===== src/hw/rtl/rbdd_pkg.sv =====
// ----------------------------------------------------------------------------
// rbdd_pkg
// Types and constants of the raw block delta decoder.
// ----------------------------------------------------------------------------
package rbdd_pkg;

  localparam int BLOCK_W     = 64;
  localparam int PIX_W       = 15;
  localparam int POS_W       = 13;
  localparam int DIM_W       = 14;
  localparam int CFG_IDX_W   = 4;
  localparam int SAMPLE_W    = 11;
  localparam int DELTA_W     = 7;
  localparam int DELTAS_W    = 98;   // block bits 127:30
  localparam int PIX_PER_BLK = 16;

  localparam int DEF_MAX_WIDTH   = 8192;
  localparam int DEF_MAX_HEIGHT  = 8192;
  localparam int DEF_QUEUE_DEPTH = 2;
  localparam int DIM_LIMIT       = 8192;

  localparam logic [DIM_W-1:0] ROW_WIDTH_RST = 14'd4096;
  localparam logic [DIM_W-1:0] ROW_COUNT_RST = 14'd2048;

  // configuration register indexes
  localparam logic [CFG_IDX_W-1:0] REG_ROW_WIDTH = 4'd0;
  localparam logic [CFG_IDX_W-1:0] REG_ROW_COUNT = 4'd1;

  localparam logic [12:0] LIN_KNEE   = 13'd4000;
  localparam logic [14:0] LIN_OFFSET = 15'd12000;

  // one classified block handed from front to back
  typedef struct packed {
    logic [DELTAS_W-1:0]   deltas;
    logic [SAMPLE_W-1:0]   vmax;
    logic [SAMPLE_W-1:0]   vmin;
    logic [3:0]            imax;
    logic [3:0]            imin;
    logic [2:0]            sh;
    logic [POS_W-1:0]      row;
    logic [POS_W-1:0]      col;
    logic                  last_img;
  } rbdd_desc_t;

  typedef struct packed {
    logic full;
    logic valid;
  } rbdd_qstat_t;

endpackage


===== src/hw/rtl/rbdd_queue.sv =====
// ----------------------------------------------------------------------------
// rbdd_queue
// Short register queue of classified blocks between front and back.
// ----------------------------------------------------------------------------
module rbdd_queue import rbdd_pkg::*; #(
  parameter int DEPTH = DEF_QUEUE_DEPTH
) (
  input  logic        clk,
  input  logic        rst_n,
  input  logic        push,
  input  rbdd_desc_t  push_desc,
  input  logic        pop,
  output rbdd_desc_t  head_desc,
  output rbdd_qstat_t stat
);

  localparam int PW = (DEPTH > 1) ? $clog2(DEPTH) : 1;
  localparam int CW = $clog2(DEPTH + 1);

  rbdd_desc_t    slot_r [DEPTH];
  logic [PW-1:0] wr_ptr_r, wr_ptr_nxt, rd_ptr_r, rd_ptr_nxt;
  logic [CW-1:0] count_r, count_nxt;
  logic          do_push, do_pop;

  assign stat.full  = (count_r == CW'(DEPTH));
  assign stat.valid = (count_r != '0);
  assign head_desc  = slot_r[rd_ptr_r];
  assign do_push    = push && !stat.full;
  assign do_pop     = pop && stat.valid;

  always_comb begin
    wr_ptr_nxt = wr_ptr_r;
    rd_ptr_nxt = rd_ptr_r;
    count_nxt  = count_r;
    if (do_push) begin
      wr_ptr_nxt = (wr_ptr_r == PW'(DEPTH - 1)) ? '0 : wr_ptr_r + 1'b1;
    end
    if (do_pop) begin
      rd_ptr_nxt = (rd_ptr_r == PW'(DEPTH - 1)) ? '0 : rd_ptr_r + 1'b1;
    end
    if (do_push && !do_pop) begin
      count_nxt = count_r + 1'b1;
    end else if (do_pop && !do_push) begin
      count_nxt = count_r - 1'b1;
    end
  end

  always_ff @(posedge clk) begin
    if (!rst_n) begin
      wr_ptr_r <= '0;
      rd_ptr_r <= '0;
      count_r  <= '0;
    end else begin
      wr_ptr_r <= wr_ptr_nxt;
      rd_ptr_r <= rd_ptr_nxt;
      count_r  <= count_nxt;
    end
  end

  always_ff @(posedge clk) begin
    if (do_push) begin
      slot_r[wr_ptr_r] <= push_desc;
    end
  end

endmodule


===== config.mk =====
export PLATFORM = sky130hd
export DESIGN_NAME = rbdd_queue
export DESIGN_NICKNAME = d
export VERILOG_FILES = /design/src/hw/rtl/rbdd_pkg.sv /design/src/hw/rtl/rbdd_queue.sv
export SDC_FILE = /design/constraint.sdc
export NUM_CORES = 1
export LEC_CHECK = 0
export ABC_AREA = 1
export CAP_MARGIN = 40
export CORE_MARGIN = 4
export CORE_UTILIZATION = 55
export CTS_BUF_LIST = sky130_fd_sc_hd__clkbuf_16
export DETAILED_ROUTE_END_ITERATION = 16
export DONT_BUFFER_PORTS = 1
export PLACE_DENSITY = 0.71
export SETUP_SLACK_MARGIN = 0.4
export SLEW_MARGIN = 10
export SYNTH_ARGS = -nofsm -noshare
export SYNTH_HDL_FRONTEND = slang
export SYNTH_SLANG_ARGS = --single-unit
export TNS_END_PERCENT = 5

===== constraint.sdc =====
create_clock -name clk -period 8.65 [get_ports clk]
set_input_delay 0.4325 -clock clk [delete_from_list [all_inputs] [get_ports clk]]
set_output_delay 0.4325 -clock clk [all_outputs]
set_load 0.1 [all_outputs]

==> results.cfg <==
[pwr]
vdd_drop_max_uv = 294
leakagePower_nw = 5.25
power_density_nw_per_um2 = 376

[clocking]
cts-htree-levels = 1
cts_tree = built
cts_setup_buffers = 0
numCtsBuffers = 31
cts.sinks = 321
clkTransAtPathRegs_ns = 0.06
cts_buffer_depth = 3
clock-root-buffer = clkbuf_16
clock_latency_ns = 0.54

[sta]
skew_ns = 0.0130
finalHoldViolCount = 0
rsz0062_at_grt = no
slew_violations = 0
hold_ws_ns = 0.0203
tns_ns = 0
fmax_ghz = 0.346
fin_crit_ns = 2.89
period_share_pct = 33.4
slew_headroom_pct = 41.0
finalSetupViolCount = 0
tightestPinTransition_ns = 0.875

[yosys]
ys_seq_elements = 321
synth_fp_nets = 692
yosysWarnings = 0
synth_area_um2 = 12100
ys_seq_area_share_pct = 79.4
postSynthAreaPerCell_um2 = 22.8
synth_cells = 529
synthDistinctLibCells = 16

[global_route]
grt_overflow_total = 0
grt_max_degree = 69
antenna_found_initial = 2
grt_use_total_pct = 18.5
grt_pass1_vias = 6079
grt_first_pass_wirelength_um = 34700

[worst_setup_path]
crit_slowest_cell = buf_4
crit_type = reg -> out
rrSetupSlack_ns = 6.27
r2r_cells = 4
worstSetupStartpointType = flop
end_kind = output port
path_buf_inv = 2
reg2reg_from = count_r[1]
crit_fanout = 47
critical_path_arrival_ns = 2.45
path_delay_family = buffers and inverters
critical_path_required_ns = 8.22
regToRegEndpoint = slot_r[0][90]
path_cells = buf_16 -> buf_4 -> mux2_4
cpPeakStageDelay_ns = 0.67

[floorplan]
initial_core_util_pct = 56.7
core_um2 = 21300
die_width_um = 156
std_cell_rows = 53
top_level_ports = 322
die_area_um2 = 24400
die_h_um = 156

[place]
hpwlAfterDp_um = 14800
portBuffers = 0
globalplace.congestion = 0.776

[drt]
dr_total_vias = 5512
drt_wl_total_um = 23900
ant_nets = 0
drt_iter0_markers = 342
wire_per_inst_um = 23.7
vias_per_cell = 5.46
firstDrtPassIters = 4
drc = 0

[cells_and_area]
area_growth_syn_to_layout_pct = 23.7
drive_gt1_share_pct = 28.5
final_nets = 878
fillers = 1247

[outcome]
outcome = finished clean

[worst_hold_path]
min_path_cells = 2
hold_start = rst_n
hp-class = in -> reg
holdPathEnd = count_r[1]

[flow_run]
drv_cap = 0
-- area by class of cell --
| type | instances | area, um2 | area share [%] |
|---|---|---|---|
| multi-input combinational | 182 | 2290 | 15.3 |
| sequential | 321 | 9590 | 64.2 |
| tap | 275 | 344 | 2.30 |
| inverter | 8 | 30.0 | 0.201 |
| clock buffer | 31 | 776 | 5.19 |
| timing repair buffer | 171 | 1820 | 12.2 |
| antenna | 1 | 2.50 | 0.0168 |
| clock inverter | 21 | 85.1 | 0.570 |
-- power by group --
part           internal [mW]  total [mW]  switching [mW]
clock                  0.638        1.15           0.513
combinational          0.449        2.43            1.98
sequential              1.97        2.03          0.0634
total                   3.06        5.61            2.56
-- repair_timing --
| action | CTS | global route |
|---|---|---|
| resized for setup | 0 | 0 |
| endpoints found under the hold margin | 316 | 0 |
| hold buffers | 158 | 0 |
-- synth_stat cells --
cell	count	area, um2
edfxtp_1	316	9490
nand4_1	1	6.26
a21oi_1	1	5.00
buf_2	3	15.0
nand2_1	7	26.3
mux2_4	101	1520
nand3_1	1	5.00
dfxtp_1	5	100
nor2_1	9	33.8
ha_1	1	12.5
mux2_2	57	642
buf_6	14	158
buf_8	1	15.0
inv_1	8	30.0
o21a_1	1	7.51
o21ai_0	3	15.0
-- how the worst max path moves through the flow --
stage	start	to	slack (ns)	cells after the start
6_report	flop	head_desc[91]	5.76	3
5_1_grt	flop	head_desc[80]	5.65	3
4_1_cts	flop	head_desc[1]	5.27	3
3_5_place_dp	flop	head_desc[1]	5.86	3
3_3_place_gp	flop	head_desc[4]	5.73	2
2_1_floorplan	push	slot_r[0][0]	0.83	2
-- layout by cell type (no fill, tap or decap) --
cell and n:
clkinv_2 2, mux2_2 57, o21ai_0 3, dfxtp_1 4
a21oi_1 1, dlygate4sd3_1 158, edfxtp_1 316, mux2_4 101
buf_4 6, inv_1 20, o21a_1 1, buf_16 7
nand4_1 1, clkinvlp_4 1, nor2_2 1, nor2_4 2
diode_2 1, nor2_1 6, clkinv_1 6, dfxtp_4 1
ha_1 1, nand3_1 1, nand2_1 7, clkbuf_16 31
-- registers in the layout (all words and copies together) (netlist names), named ones only --
name / count
count_r: 2
rd_ptr_r: 1
slot_r: 316
wr_ptr_r: 1
-- through the flow --
stage	total power, mW	cell area (um2)	cells	util (%)	setup slack [ns]
2_1_floorplan	4.29	12100	529	-	0.827
3_3_place_gp	4.33	12300	792	57.8	5.73
3_5_place_dp	4.41	12400	797	58.4	5.86
4_1_cts	5.63	14900	1007	69.9	5.27
5_1_grt	5.78	14900	1010	70.2	5.65
6_report	5.61	14900	1010	70.2	5.76
-- layer usage --
metal  track usage (%)  routed length (um)  up-vias
met5                 0                   7        -
met4              5.04                 593        2
met3              6.77                2340       49
met2              32.8               12400      282
met1              21.3                8570     2729
li1                  -                   -     2450
-- logic make-up after synthesis --
kind of cell / count (synthesis) / share of synthesized area, %
buffers and inverters: 26 / 1.80
flip-flops: 321 / 79.4
AND/OR/NAND/NOR: 18 / 0.591
AO/OA/AOI/OAI: 5 / 0.228
adder cells (fa/ha/maj): 1 / 0.104
multiplexers: 158 / 17.9
No activity file was read; power rests on OpenSTA's default activity.
